$ cat src/rtl/ils_pkg.sv
`timescale 1ns / 1ps
// ----------------------------------------------------------------------------
// ils_pkg
// opcodes, status codes and the scan word carried along the cell row
// ----------------------------------------------------------------------------
package ils_pkg;

    localparam int DATA_W   = 32;
    localparam int OP_W     = 3;
    localparam int POS_W    = 7;
    localparam int STATUS_W = 2;
    localparam int FPOS_W   = 6;
    localparam int LEN_W    = 7;

    localparam logic [OP_W-1:0] OP_APPEND = 3'd0;
    localparam logic [OP_W-1:0] OP_INSERT = 3'd1;
    localparam logic [OP_W-1:0] OP_ERASE  = 3'd2;
    localparam logic [OP_W-1:0] OP_WRITE  = 3'd3;
    localparam logic [OP_W-1:0] OP_READ   = 3'd4;
    localparam logic [OP_W-1:0] OP_FIND   = 3'd5;

    localparam logic [STATUS_W-1:0] ST_OK       = 2'd0;
    localparam logic [STATUS_W-1:0] ST_RANGE    = 2'd1;
    localparam logic [STATUS_W-1:0] ST_FULL     = 2'd2;
    localparam logic [STATUS_W-1:0] ST_NOTFOUND = 2'd3;

    // partial result handed from one cell to the next
    typedef struct packed {
        logic              hit;
        logic [FPOS_W-1:0] fpos;
        logic [DATA_W-1:0] rdata;
    } t_scan;

endpackage

$ cat src/rtl/ils_cell.sv
`timescale 1ns / 1ps
// ----------------------------------------------------------------------------
// ils_cell
// one list slot: shifts with its neighbors and adds its part to the scan word
// ----------------------------------------------------------------------------
module ils_cell #(
    parameter int IDX   = 0,
    parameter int PW    = 7
) (
    input  logic                       i_clk,
    input  logic                       i_upd,
    input  logic [ils_pkg::OP_W-1:0]   i_op,
    input  logic [PW-1:0]              i_pos,
    input  logic [PW-1:0]              i_count,
    input  logic [ils_pkg::DATA_W-1:0] i_val,
    input  logic [ils_pkg::DATA_W-1:0] i_left,
    input  logic [ils_pkg::DATA_W-1:0] i_right,
    input  ils_pkg::t_scan             i_scan,
    output logic [ils_pkg::DATA_W-1:0] o_entry,
    output ils_pkg::t_scan             o_scan
);
    import ils_pkg::*;

    localparam logic [PW-1:0] MY = PW'(IDX);

    logic [DATA_W-1:0] r_entry;
    logic [DATA_W-1:0] n_entry;
    t_scan             r_scan;
    t_scan             n_scan;

    always_comb begin
        n_entry = r_entry;
        if (i_upd) begin
            case (i_op)
                OP_INSERT: begin
                    if (MY == i_pos) begin
                        n_entry = i_val;
                    end else if (MY > i_pos) begin
                        n_entry = i_left;
                    end
                end
                OP_ERASE: begin
                    if (MY >= i_pos) begin
                        n_entry = i_right;
                    end
                end
                OP_WRITE: begin
                    if (MY == i_pos) begin
                        n_entry = i_val;
                    end
                end
                default: ;
            endcase
        end
    end

    always_comb begin
        n_scan = i_scan;
        case (i_op)
            OP_READ: begin
                if (MY == i_pos) begin
                    n_scan.hit   = 1'b1;
                    n_scan.rdata = r_entry;
                end
            end
            OP_FIND: begin
                if (!i_scan.hit && (MY < i_count) && (r_entry == i_val)) begin
                    n_scan.hit  = 1'b1;
                    n_scan.fpos = FPOS_W'(IDX);
                end
            end
            default: ;
        endcase
    end

    always_ff @(posedge i_clk) begin
        r_entry <= n_entry;
        r_scan  <= n_scan;
    end

    assign o_entry = r_entry;
    assign o_scan  = r_scan;

endmodule

$ cat config.mk
export PLATFORM = sky130hd
export DESIGN_NAME = ils_cell
export DESIGN_NICKNAME = d
export VERILOG_FILES = /design/src/rtl/ils_pkg.sv /design/src/rtl/ils_cell.sv
export SDC_FILE = /design/constraint.sdc
export NUM_CORES = 1
export LEC_CHECK = 0
export BUFFER_PORTS_ARGS = -buffer_cell sky130_fd_sc_hd__buf_2
export CELL_PAD_IN_SITES_DETAIL_PLACEMENT = 1
export CELL_PAD_IN_SITES_GLOBAL_PLACEMENT = 1
export CORE_MARGIN = 5
export CORE_UTILIZATION = 30
export DETAILED_ROUTE_END_ITERATION = 16
export GPL_ROUTABILITY_DRIVEN = 0
export GPL_TIMING_DRIVEN = 0
export PLACE_DENSITY = 0.89
export SYNTH_ARGS = -nofsm -noshare
export SYNTH_HDL_FRONTEND = slang
export SYNTH_SLANG_ARGS = --single-unit
$ cat constraint.sdc
create_clock -name i_clk -period 6.6 [get_ports i_clk]
set_input_delay 0.99 -clock i_clk [delete_from_list [all_inputs] [get_ports i_clk]]
set_output_delay 0.99 -clock i_clk [all_outputs]
set_load 0.02 [all_outputs]
## Word level (Yosys, flattened, before mapping)

Cells that the tools add are included.

- Output and inout port bits: 71
- Logic and storage cells: 33
- Bits of input ports: 154
- Flip-flop bits (word level): 71

- Multiplexer cells: 11
- $lt $le $gt $ge: 3
- Equality and inequality tests: 9
- Reduce and logical (&&, ||, !) cells: 6

Operators by type and width:

| kind | count |
|---|---|
| $mux W32 | 6 |
| $pmux W32 S3 | 1 |
| $eq A32 B32 Y1 | 1 |
| $ge A1 B7 Y1 const A | 1 |
| $gt A1 B7 Y1 const A | 1 |
| $logic_not A7 Y1 | 1 |
| $lt A1 B7 Y1 const A | 1 |
| $mux W7 | 1 |
| $eq A3 B2 Y1 const B | 2 |
| $eq A3 B3 Y1 const B | 2 |
| $mux W6 | 1 |
| $reduce_and A5 Y1 | 1 |
| $ne A2 B2 Y1 const B | 2 |
| $eq A3 B1 Y1 const B | 1 |
| $ne A3 B3 Y1 const B | 1 |
| $reduce_bool A3 Y1 | 1 |
| $logic_and A1 B1 Y1 | 2 |
| $pmux W1 S2 | 1 |
| $logic_not A1 Y1 | 1 |
| $mux W1 | 1 |

## Longest topological paths before layout

Gate-level depths: netlist of run 1.

- Depth after elaboration: 5
- Mapped depth: 6
- Gate-level depth less buffers: 5

## Least setup slack after synthesis of run 1

OpenSTA, ideal clock, no wires.

- Kind: input to register
- From: in i_pos[1]
- To: reg r_entry[0], in the netlist o_entry[0] (enable)
- Data arrival time: 4.969 ns
- Slack: 1.129 ns
- Cell stages on the path: 3
- Data required time: 6.098 ns
- Library setup time: 0.502 ns
- Buffers on the path: 0
- Cell sequence: or4_4 -> nor4_4 -> nor4bb_1

- Word-level cells in the longest chain between the ends: 3
- Elaborated cells between the ends (all ways): 7
- Classes of those cells: order compare (2); eq/ne (3); reduce/logical (2)

Ends and longest elaborated chain:

| item | RTL line | text |
|---|---|---|
| from (decl) | ils_cell.sv:13 | `input logic [PW-1:0] i_pos,` |
| $gt A1 B7 Y1, or another cell as far along | ils_cell.sv:38 | `end else if (MY > i_pos) begin` |
| $ne A3 B3 Y1 (no line) / $ne A2 B2 Y1 (equally long branches) | n/a |  |
| $reduce_and A5 Y1 (no line) (*) | n/a |  |
| to (signal assigned) | ils_cell.sv:77 | `r_entry <= n_entry;` |
| to (decl) | ils_cell.sv:26 | `logic [DATA_W-1:0] r_entry;` |

Mark *: on every way between the ends. The rest lies on a longest branch, timed or not.
A chain may end at the register's enable or synchronous reset.

==> results of run 1 <==
==> flip-flops by register name (all words and copies together), names as in the netlist <==
signal,count
o_scan,39
o_entry,32
==> metrics by stage <==
stage                     area, um2  setup TNS, ns  util (%)  setup WS [ns]
after floorplan                3260              0         -           1.13
after global placement         4550         -27.86      42.4         -0.874
after detailed placement       4590              0      42.7           2.95
after CTS                      4790              0      44.6           3.33
after global routing           4800              0      44.6           3.63
final                          4800              0      44.6           3.71
==> path summary, 6_finish.rpt <==
kind              cells after the start          to        start
setup / recovery                      6  o_scan[37]    i_val[25]
hold / removal                        1  o_scan[14]  o_entry[14]
setup reg to reg                      5  o_scan[37]  o_entry[12]
hold reg to reg                       1  o_scan[14]  o_entry[14]
==> metal layers <==
metal	track usage, %	routed length (um)	up-vias
met2	36.0	6880	149
met4	5.94	255	2
li1	-	-	1469
met5	0	20	-
met3	4.55	992	16
met1	21.1	4800	1495
==> worst max-delay path, cell delays in order <==
cell and delay (ns):
sky130_fd_sc_hd__buf_2 0.11, sky130_fd_sc_hd__xor2_1 0.16, sky130_fd_sc_hd__nor4_1 0.57, sky130_fd_sc_hd__nand4_1 0.24
sky130_fd_sc_hd__nor4_2 0.77, sky130_fd_sc_hd__and2b_1 0.29
==> cell type report <==
class	instances	area, um2	share of cell area, %
flip-flops and latches	71	1740	36.3
multi-input cells	191	1460	30.4
repair buffers	226	1140	23.8
clock buffers	12	178	3.70
well taps	140	175	3.65
plain buffers	13	75.1	1.57
clock inverters	4	22.5	0.470
inverters	1	3.75	0.0783
==> cells by family after synthesis <==
family	share of synthesized area (%)
multiplexers	14.8
buffers and inverters	2.42
flip-flops	53.5
XOR/XNOR	8.61
AND/OR/NAND/NOR	13.7
AO/OA/AOI/OAI	6.92
==> cell usage in the layout, fill, tap and decap left out, types with 2 or more instances in the layout <==
cell,Yosys,routed
sky130_fd_sc_hd__and2b_1,2,2
sky130_fd_sc_hd__buf_2,3,227
sky130_fd_sc_hd__buf_6,3,5
sky130_fd_sc_hd__clkbuf_1,7,8
sky130_fd_sc_hd__clkbuf_16,0,2
sky130_fd_sc_hd__clkbuf_8,0,9
sky130_fd_sc_hd__clkinv_2,0,2
sky130_fd_sc_hd__dfxtp_1,39,39
sky130_fd_sc_hd__edfxtp_1,32,32
sky130_fd_sc_hd__inv_4,0,2
sky130_fd_sc_hd__mux2_2,2,2
sky130_fd_sc_hd__mux2_4,30,30
sky130_fd_sc_hd__nand4_1,2,2
sky130_fd_sc_hd__nor2_1,65,65
sky130_fd_sc_hd__nor2b_1,4,4
sky130_fd_sc_hd__nor4_1,8,7
sky130_fd_sc_hd__o22ai_1,32,32
sky130_fd_sc_hd__xnor2_1,4,4
sky130_fd_sc_hd__xor2_1,28,28
==> synth_stat cells <==
library cell	number	share of area (%)
sky130_fd_sc_hd__nor2_1	65	7.5
sky130_fd_sc_hd__dfxtp_1	39	24
sky130_fd_sc_hd__edfxtp_1	32	30
sky130_fd_sc_hd__o22ai_1	32	6.1
sky130_fd_sc_hd__mux2_4	30	14
sky130_fd_sc_hd__xor2_1	28	7.5
sky130_fd_sc_hd__nor4_1	8	1.5
sky130_fd_sc_hd__clkbuf_1	7	0.81
sky130_fd_sc_hd__nor2b_1	4	0.77
sky130_fd_sc_hd__xnor2_1	4	1.1
sky130_fd_sc_hd__buf_2	3	0.46
sky130_fd_sc_hd__buf_6	3	1.0
sky130_fd_sc_hd__and2b_1	2	0.46
sky130_fd_sc_hd__mux2_2	2	0.69
sky130_fd_sc_hd__nand4_1	2	0.38
sky130_fd_sc_hd__inv_1	1	0.12
sky130_fd_sc_hd__mux2i_1	1	0.31
sky130_fd_sc_hd__nand2_1	1	0.12
sky130_fd_sc_hd__nand2b_1	1	0.19
sky130_fd_sc_hd__nand3_1	1	0.15
sky130_fd_sc_hd__nand3_4	1	0.54
sky130_fd_sc_hd__nor3_1	1	0.15
sky130_fd_sc_hd__nor4_4	1	0.65
sky130_fd_sc_hd__nor4bb_1	1	0.31
sky130_fd_sc_hd__o41ai_1	1	0.27
sky130_fd_sc_hd__o41ai_2	1	0.50
sky130_fd_sc_hd__or2_2	1	0.19
sky130_fd_sc_hd__or3_1	1	0.19
sky130_fd_sc_hd__or4_1	1	0.23
sky130_fd_sc_hd__or4_4	1	0.35
==> power by group through the flow <==
stage	Sequential, W	Combinational (W)	Clock [W]
final	0.000477	0.000149	0.000359
after global routing	0.000479	0.000161	0.000388
after floorplan	0.000505	0.0000508	0
after CTS	0.000478	0.000150	0.000368
after detailed placement	0.000488	0.000150	0
after global placement	0.000487	0.000143	0
==> results.md, run 1 <==
* Proportion of power drawn by flip-flops and latches at between 40% and 50%
* Root cell of the clock tree: sky130_fd_sc_hd__clkbuf_8
* Reg2Reg Setup Slack at 4.03 ns
* Run status: finished, final reports clean
* Number of hold-slack violations in the final timing report at 0
* Insertion delay to the later sink of the worst-skew pair at around 0.35 ns
* Number of global-route vias before repair at around 3500
* Endpoint kind of the worst setup timing path: flop
* Drt wl/cell at between 15 and 20 um
* # placed instances at ~640
* First-pass GRT wire length at about 19 mm
* F_max at between 300 and 400 MHz
* Fin crit period at 2.89 ns
* Site row count at 38
* Relative contribution of the clock network to total power at approximately 36%
* Count of nets left with antenna violations after detail routing at 0
* Setup violators final at 0
* Power spent charging and discharging nets at around 0.00026 W
* Number of warnings issued by yosys at 0
* Number of buffers inserted during clock tree synthesis at 9
* IO buf count at 224
* CTS-repair resized insts at 0
* Overflow left after global routing at 0
* Post-route non-filler standard cell count at ~660
* CTS Hold Buffers Added at 0
* Maximum root-to-sink buffer count at 2
* Max FO, Critical Path at 7
* Max Slew Vio Count at 0
* Required @ worst endpoint at 6.83 ns
* Portion of the post-synthesis area used by sequential elements at 53.5%
* Hold Crit Class: flop to flop
* Cell area after synthesis at around 3300 um2
* Period Utilization, post-route at between 40% and 50%
* Count of max-cap constraint violations at 0
* H-Tree Depth at 3
* Drt pass-1 iters at 4
* Vertical extent of the die at about 110 um
* Combinational cell fraction of total power at 15.1%
* Synthesized netlist cell count at 276
* Worst Path Class, Setup: input pin to flop
* Detailed placement HPWL at around 11 mm
* Filler cell count in the final layout at approximately 1300
* Distinct cell type count of the synthesized netlist at 30
* Final hold slack at ~0.56 ns
* Power per cell area at a little over 200 nW/um2
* IR Drop Worst-Case VDD at roughly 0.11 mV
* All-layer global routing usage at 19.1%
* Max-slew headroom at 41.4%
* Internal portion of total power at between 0.0007 and 0.0008 W
* Aggregate routed wire length at 12.9 mm
* Initial detailed-routing violation count at 110
* Number of synthesized register bits at between 70 and 80
* Arrival time reported for the critical path endpoint at about 3.1 ns
* Design Power at approximately 0.00098 W
* Boundary pin count at between 200 and 250
* Sw frac at 25.9%
* Post-Syn Nets at 430
* Setup crit start kind: input pin
* Clk slew on worst S/H paths at approximately 0.080 ns
* Antenna violations before repair at 1
* Die outline area at roughly 13000 um2
* Worst clock skew on the final layout at ~0.011 ns
* Total leakage power at between 2 and 2.5 nW
* Net count, final at 667
* Horizontal die dimension at 114 um
* Largest net degree at the start of global routing at 15
* TritonCTS sink count at a little over 70
* Core box area at 10700 um2
* Setup repair after global routing missed its margin: false
* Number of remaining DRC errors at 0
* Fraction of layout cells with a size suffix above 1 at between 50% and 60%
* TritonCTS clock tree: yes
* Number of diodes at 0
* Initial core utilization at 30.3%
* Average cell area after synthesis at approximately 12 um2
* Vias/cell at roughly 4.8
* Area growth from synthesis to layout at 47.3%
* Slew at the pin closest to its max-slew limit at ~0.87 ns
* Routed via count at 3131
* Number of setup buffers added after CTS at 0
No activity file was read; power rests on OpenSTA's default activity.
==> run 2, diff against run 1 <==
==> constraint.sdc (replaced) <==
create_clock -name i_clk -period 2.7 [get_ports i_clk]
set_input_delay 0.405 -clock i_clk [delete_from_list [all_inputs] [get_ports i_clk]]
set_output_delay 0.405 -clock i_clk [all_outputs]
set_load 0.02 [all_outputs]
==> run 2 against run 1 <==
Count of clock-buffer cells in the layout up 1. First-iteration DRC count up 42%. Critical path depth down 1. Die area unchanged. Sequential power up 150%. Routed wire length up 0.90%. Flip-flop and latch count unchanged. Worst setup slack worse by 3.4 ns. Largest power group unchanged.
==> results.md, run 2 (synthesis results as in run 1) <==
* Run status: finished, final reports clean
* Flip-flop count of the largest register, all copies and words added at 39 (unchanged)
* Drt wl/cell at 19.9 um (+0.90%)
* Relative contribution of the clock network to total power at 37.5% (+1.1 points)
* Top Family by Delay on Critical Path: simple AND/OR/NAND/NOR gates
* Maximum root-to-sink buffer count at 2 (unchanged)
* All-layer global routing usage at 19.6% (+0.47 points)
* Final hold slack at 0.266 ns (-0.297 ns)
* Antenna violations before repair at 0 (-1)
* Endpoint kind of the worst setup timing path: flop
* Power spent charging and discharging nets at 0.000618 W (+140%)
* Site row count at 38 (unchanged)
* Met2 wire len at 6.87 mm (-0.15%)
* Number of buffers inserted during clock tree synthesis at 9 (unchanged)
* TritonCTS clock tree: yes
* Total leakage power at 2.36 nW (+0.28%)
* Number of global-route vias before repair at 3528 (+0.60%)
* Combinational cell fraction of total power at 14.9% (-0.2 points)
* Horizontal die dimension at 114 um (unchanged)
* Top Layer Used: met4
* First-pass GRT wire length at 19.1 mm (+1.5%)
* Commonest non-fill, non-tap cell in the layout: sky130_fd_sc_hd__buf_2
* Multi-input logic area at 1460 um2 (unchanged)
* Clk slew on worst S/H paths at 0.08 ns (about the same)
* Proportion of power drawn by flip-flops and latches at 47.6% (-0.9 points)
* Vias/cell at 4.76 (about the same)
* Max FO, Critical Path at 7 (unchanged)
* Slowest cell on the critical path: sky130_fd_sc_hd__nor4_2
* Aggregate routed wire length at 13.1 mm (+0.90%)
* CP Cell Sequence: xor2_1, nor4_1, nand4_1, nor4_2, and2b_1
* Core box area at 10700 um2 (unchanged)
* Largest net degree at the start of global routing at 15 (unchanged)
* Max-slew headroom at 48.4% (+6.9 points)
* Design Power at 0.00245 W (+150%)
* Initial detailed-routing violation count at 156 (+42%)
* F_max at approximately 410 MHz
* Number of remaining DRC errors at 0 (unchanged)
* Worst clock skew on the final layout at 0.0104 ns (-0.000509 ns)
* Count of nets left with antenna violations after detail routing at 0 (unchanged)
* Max Slew Vio Count at 0 (unchanged)
* Hold Crit Class: input pin to flop
* Number of hold-slack violations in the final timing report at 0 (unchanged)
* TritonCTS sink count at 71 (unchanged)
* Sequential cell area at 1740 um2 (unchanged)
* Arrival time reported for the critical path endpoint at 2.66 ns (-0.47 ns)
* Overflow left after global routing at 0 (unchanged)
* Post-layout instance area at 4820 um2 (+0.42%)
* Maximum cell stage delay along the critical path at 0.68 ns (-0.09 ns)
* Most frequent cells in the layout: sky130_fd_sc_hd__buf_2 (227), sky130_fd_sc_hd__nor2_1 (65), sky130_fd_sc_hd__dfxtp_1 (39), sky130_fd_sc_hd__o22ai_1 (32), sky130_fd_sc_hd__edfxtp_1 (32)
* Setup repair after global routing missed its margin: false
* Detailed placement HPWL at 10.8 mm (+1.1%)
* Routed via count at 3134 (+0.096%)
* Initial core utilization at 30.3% (unchanged)
* Net count, final at 667 (unchanged)
* Drt pass-1 iters at 4 (unchanged)
* Amount of wire on met3 after detailed routing at 809 um (-18%)
* Post-Route M1 WL at 4.86 mm (+1.3%)
* Setup violators final at 0 (unchanged)
* Finished Core Util at 44.8% (+0.19 points)
* Power per cell area at 509 nW/um2 (+150%)
* Sw frac at 25.2% (-0.71 points)
* Area growth from synthesis to layout at 47.9%
* Vertical extent of the die at 114 um (unchanged)
* Setup crit start kind: flop
* Post-route non-filler standard cell count at 658 (unchanged)
* IR Drop Worst-Case VDD at 0.236 mV (+120%)
* Period Utilization, post-route at 89.6%
* Insertion delay to the later sink of the worst-skew pair at 0.35 ns (about the same)
* Slew at the pin closest to its max-slew limit at 0.766 ns (-0.105 ns)
* Worst Path Class, Setup: flop to flop
* Fin crit period at around 2.4 ns
* Count of max-cap constraint violations at 0 (unchanged)
* Internal portion of total power at 0.00183 W (+150%)
* IO buf count at 224 (unchanged)
* Boundary pin count at 225 (unchanged)
* # placed instances at 642 (unchanged)
* Root cell of the clock tree: sky130_fd_sc_hd__clkbuf_8
* Required @ worst endpoint at 2.94 ns (-3.89 ns)
* Buffering stage count on the worst path with inverters included at 0 (-1)
* Number of setup buffers added after CTS at 0 (unchanged)
* Filler cell count in the final layout at 1289 (unchanged)
* Number of diodes at 0 (unchanged)
* Cell area after placement at 4590 um2 (unchanged)
* CTS Hold Buffers Added at 0 (unchanged)
* H-Tree Depth at 3 (unchanged)
* Fraction of layout cells with a size suffix above 1 at 55.4% (+0.19 points)
* Die outline area at 13000 um2 (unchanged)
run 2: cell types whose count changed in the layout (fill, tap and decap cells not counted):
cell	previous run	this run
sky130_fd_sc_hd__clkbuf_8	9	11
sky130_fd_sc_hd__clkbuf_1	8	7
sky130_fd_sc_hd__clkinv_2	2	1
sky130_fd_sc_hd__clkinvlp_4	0	1
sky130_fd_sc_hd__inv_4	2	1
run 2: timing repair:
item                                    CTS  global route
hold endpoints to repair                  0             0
resized for setup                         1             0
endpoints found under the setup margin    7             0
run 2: per-layer routing:
metal	vias to the layer above	GRT usage (%)
met5	-	0
met4	0	10.3
met3	35	4.49
met2	150	35.6
met1	1476	21.1
li1	1473	-
run 2: final timing paths:
check	end	from	slack, ns	cells after the start
min reg2reg	o_scan[3]	o_entry[3]	0.56	1
max reg2reg	o_scan[37]	o_entry[12]	0.28	5
max	o_scan[37]	o_entry[12]	0.28	5
min	o_scan[38]	i_scan[38]	0.27	2
run 2: stage by stage:
step | setup TNS [ns] | setup slack (ns)
after floorplan | -2.59 | -0.0811
after detailed placement | -1.55 | -0.296
final | 0 | 0.280
after global placement | -27.85 | -0.840
after global routing | 0 | 0.0674
after CTS | 0 | 0.149
run 2: area by class of cell:
| type | count | share of cell area, % |
|---|---|---|
| flip-flops and latches | 71 | 36.2 |
| multi-input cells | 191 | 30.2 |
| repair buffers | 226 | 23.7 |
| clock buffers | 13 | 4.18 |
| well taps | 140 | 3.64 |
| plain buffers | 13 | 1.56 |
| clock inverters | 3 | 0.390 |
| inverters | 1 | 0.0779 |
run 2: power groups by stage:
stage / clock [W] / sequential [W] / combinational (W)
2_1_floorplan: 0 / 0.00123 / 0.000125
6_report: 0.000921 / 0.00117 / 0.000366
5_1_grt: 0.000993 / 0.00117 / 0.000397
4_1_cts: 0.000950 / 0.00117 / 0.000370
3_3_place_gp: 0 / 0.00119 / 0.000351
3_5_place_dp: 0 / 0.00119 / 0.000368
==> run 3, diff against run 2 <==
--- a/config.mk
+++ b/config.mk
@@ -5,6 +5,7 @@
 export SDC_FILE = /design/constraint.sdc
 export NUM_CORES = 1
 export LEC_CHECK = 0
+export ABC_CLOCK_PERIOD_IN_PS = 2700
 export BUFFER_PORTS_ARGS = -buffer_cell sky130_fd_sc_hd__buf_2
 export CELL_PAD_IN_SITES_DETAIL_PLACEMENT = 1
 export CELL_PAD_IN_SITES_GLOBAL_PLACEMENT = 1
@@ -14,6 +15,7 @@
 export GPL_ROUTABILITY_DRIVEN = 0
 export GPL_TIMING_DRIVEN = 0
 export PLACE_DENSITY = 0.89
+export REMOVE_ABC_BUFFERS = 1
 export SYNTH_ARGS = -nofsm -noshare
 export SYNTH_HDL_FRONTEND = slang
 export SYNTH_SLANG_ARGS = --single-unit
==> run 3 against run 2 <==
Register-to-register slack improved by 0.17 ns. Routed wire length decreased by 8.9%. First-iteration DRC count decreased by 37%. Cell area decreased by 0.62%. Power decreased by 2.2%. Sequential share of layout area increased by 0.23 points. Worst hold slack improved by 0.011 ns. Count of clock-buffer cells in the layout decreased by 3. Clock power decreased by 5.9%. Non-clock buffer count decreased by 11. Worst setup slack improved by 0.077 ns. Via count decreased by 3.4%. Critical path type is now input pin to flop. Critical endpoint is now o_scan[18].
==> results.md, run 3 (synthesis results as in run 1) <==
* Run status: finished, final reports clean
* Design Power at 0.00240 W (-2.2%)
* CP Cell Sequence: buf_2, or4_4, nor4_4, nand3_4, mux2_4
* Overflow left after global routing at 0 (unchanged)
* Finished Core Util at 44.5% (-0.28 points)
* All-layer global routing usage at 17.5% (-2.1 points)
* Commonest non-fill, non-tap cell in the layout: sky130_fd_sc_hd__buf_2
* Flip-flop count of the largest register, all copies and words added at 39 (unchanged)
* Vias/cell at 4.67 (-1.9%)
* Worst Path Class, Setup: input pin to flop
* Count of max-cap constraint violations at 0 (unchanged)
* Initial core utilization at 30.3% (unchanged)
* IO buf count at 224 (unchanged)
* H-Tree Depth at 3 (unchanged)
* Horizontal die dimension at 114 um (unchanged)
* Maximum cell stage delay along the critical path at 0.63 ns (-0.05 ns)
* Total leakage power at 2.34 nW (-1.1%)
* Aggregate routed wire length at 11.9 mm (-8.9%)
* Maximum root-to-sink buffer count at 2 (unchanged)
* Power per cell area at 501 nW/um2 (-1.6%)
* Detailed placement HPWL at 9.92 mm (-8.1%)
* Slowest cell on the critical path: sky130_fd_sc_hd__nand3_4
* TritonCTS clock tree: yes
* Root cell of the clock tree: sky130_fd_sc_hd__clkbuf_8
* Routed via count at 3028 (-3.4%)
* Filler cell count in the final layout at 1300 (+0.85%)
* Initial detailed-routing violation count at 98 (-37%)
* Number of remaining DRC errors at 0 (unchanged)
* IR Drop Worst-Case VDD at 0.234 mV (-0.86%)
* Drt pass-1 iters at 4 (unchanged)
* Vertical extent of the die at 114 um (unchanged)
* Area growth from synthesis to layout at 47.0%
* Cell area after placement at 4580 um2 (-0.19%)
* Number of global-route vias before repair at 3386 (-4.0%)
* Number of setup buffers added after CTS at 0 (unchanged)
* Setup crit start kind: input pin
* First-pass GRT wire length at 17.6 mm (-8.0%)
* Buffering stage count on the worst path with inverters included at 1 (+1)
* Hold Crit Class: input pin to flop
* Fin crit period at 2.34 ns (-0.0773 ns)
* Setup violators final at 0 (unchanged)
* Clk slew on worst S/H paths at 0.08 ns (about the same)
* Net count, final at 656 (-1.6%)
* Antenna violations before repair at 1 (+1)
* Endpoint kind of the worst setup timing path: flop
* Setup repair after global routing missed its margin: false
* Arrival time reported for the critical path endpoint at 2.57 ns (-0.09 ns)
* Number of buffers inserted during clock tree synthesis at 9 (unchanged)
* Largest net degree at the start of global routing at 34 (+19)
* Count of nets left with antenna violations after detail routing at 0 (unchanged)
* Max-slew headroom at 32.7% (-16 points)
* Drt wl/cell at 18.4 um (-7.5%)
* Slew at the pin closest to its max-slew limit at 1.01 ns (+0.241 ns)
* F_max at 427 MHz (+3.3%)
* Number of hold-slack violations in the final timing report at 0 (unchanged)
* TritonCTS sink count at 71 (unchanged)
* Worst clock skew on the final layout at 0.0115 ns (+0.00104 ns)
* Period Utilization, post-route at 86.8% (-2.9 points)
* Top Family by Delay on Critical Path: simple AND/OR/NAND/NOR gates
* Core box area at 10700 um2 (unchanged)
* Fraction of layout cells with a size suffix above 1 at 56.0% (+0.61 points)
* Max FO, Critical Path at 33 (+26)
* Die outline area at 13000 um2 (unchanged)
* Most frequent cells in the layout: sky130_fd_sc_hd__buf_2 (224), sky130_fd_sc_hd__nor2_1 (65), sky130_fd_sc_hd__dfxtp_1 (39), sky130_fd_sc_hd__o22ai_1 (32), sky130_fd_sc_hd__edfxtp_1 (32)
* Post-layout instance area at 4790 um2 (-0.62%)
* CTS Hold Buffers Added at 0 (unchanged)
* Max Slew Vio Count at 0 (unchanged)
* Insertion delay to the later sink of the worst-skew pair at 0.34 ns (about the same)
* Boundary pin count at 225 (unchanged)
* Required @ worst endpoint at 2.92 ns (-0.02 ns)
* Site row count at 38 (unchanged)
-- run 3: changes by cell type in the layout (fill, tap and decap cells not counted), sizes merged --
cell	previous run	this run
buf	232	228
clkinv	1	3
diode	0	1
bufinv	0	1
clkbuf	20	10
-- run 3: layout make-up --
class,count,area (um2),share of cell area [%]
flip-flops and latches,71,1740,36.4
multi-input cells,191,1480,30.9
repair buffers,228,1190,24.8
well taps,140,175,3.66
clock buffers,10,138,2.88
clock inverters,6,58.8,1.23
inverters,1,3.75,0.0784
diodes,1,2.50,0.0523
-- run 3: power breakdown --
group	switching (W)	internal, W
Combinational	0.000182	0.000184
Sequential	0.00000765	0.00116
Clock	0.000419	0.000448
-- run 3: final timing paths --
path / slack, ns / endpoint / cells past startpoint / from
max: 0.36 / o_scan[18] / 5 / i_pos[1]
max reg2reg: 0.45 / o_scan[32] / 5 / o_entry[25]
min reg2reg: 0.56 / o_scan[4] / 1 / o_entry[4]
min: 0.28 / o_scan[34] / 2 / i_scan[34]
-- run 3: per-stage QoR --
stage	setup WS, ns	hold WS [ns]	setup TNS [ns]	std cells
5_1_grt	0.264	0.259	0	648
4_1_cts	0.156	0.256	0	647
3_5_place_dp	-0.0208	0.547	-0.358	631
2_1_floorplan	-2.19	0.509	-72.30	263
3_3_place_gp	-4.01	0.537	-168.76	627
6_report	0.357	0.278	0	648
-- run 3: metal layers --
layer / track usage, % / vias up / share of wire, %
met1: 17.4 / 1439 / 35
met4: 7.52 / 0 / 2.5
li1: - / 1446 / -
met5: 0 / - / 0
met3: 2.91 / 23 / 5.2
met2: 35.1 / 120 / 57
-- run 3: what timing repair did --
action / CTS / global route
endpoints found under the setup margin: 0 / 2
gates resized for setup: 0 / 1
hold endpoints to repair: 0 / 0
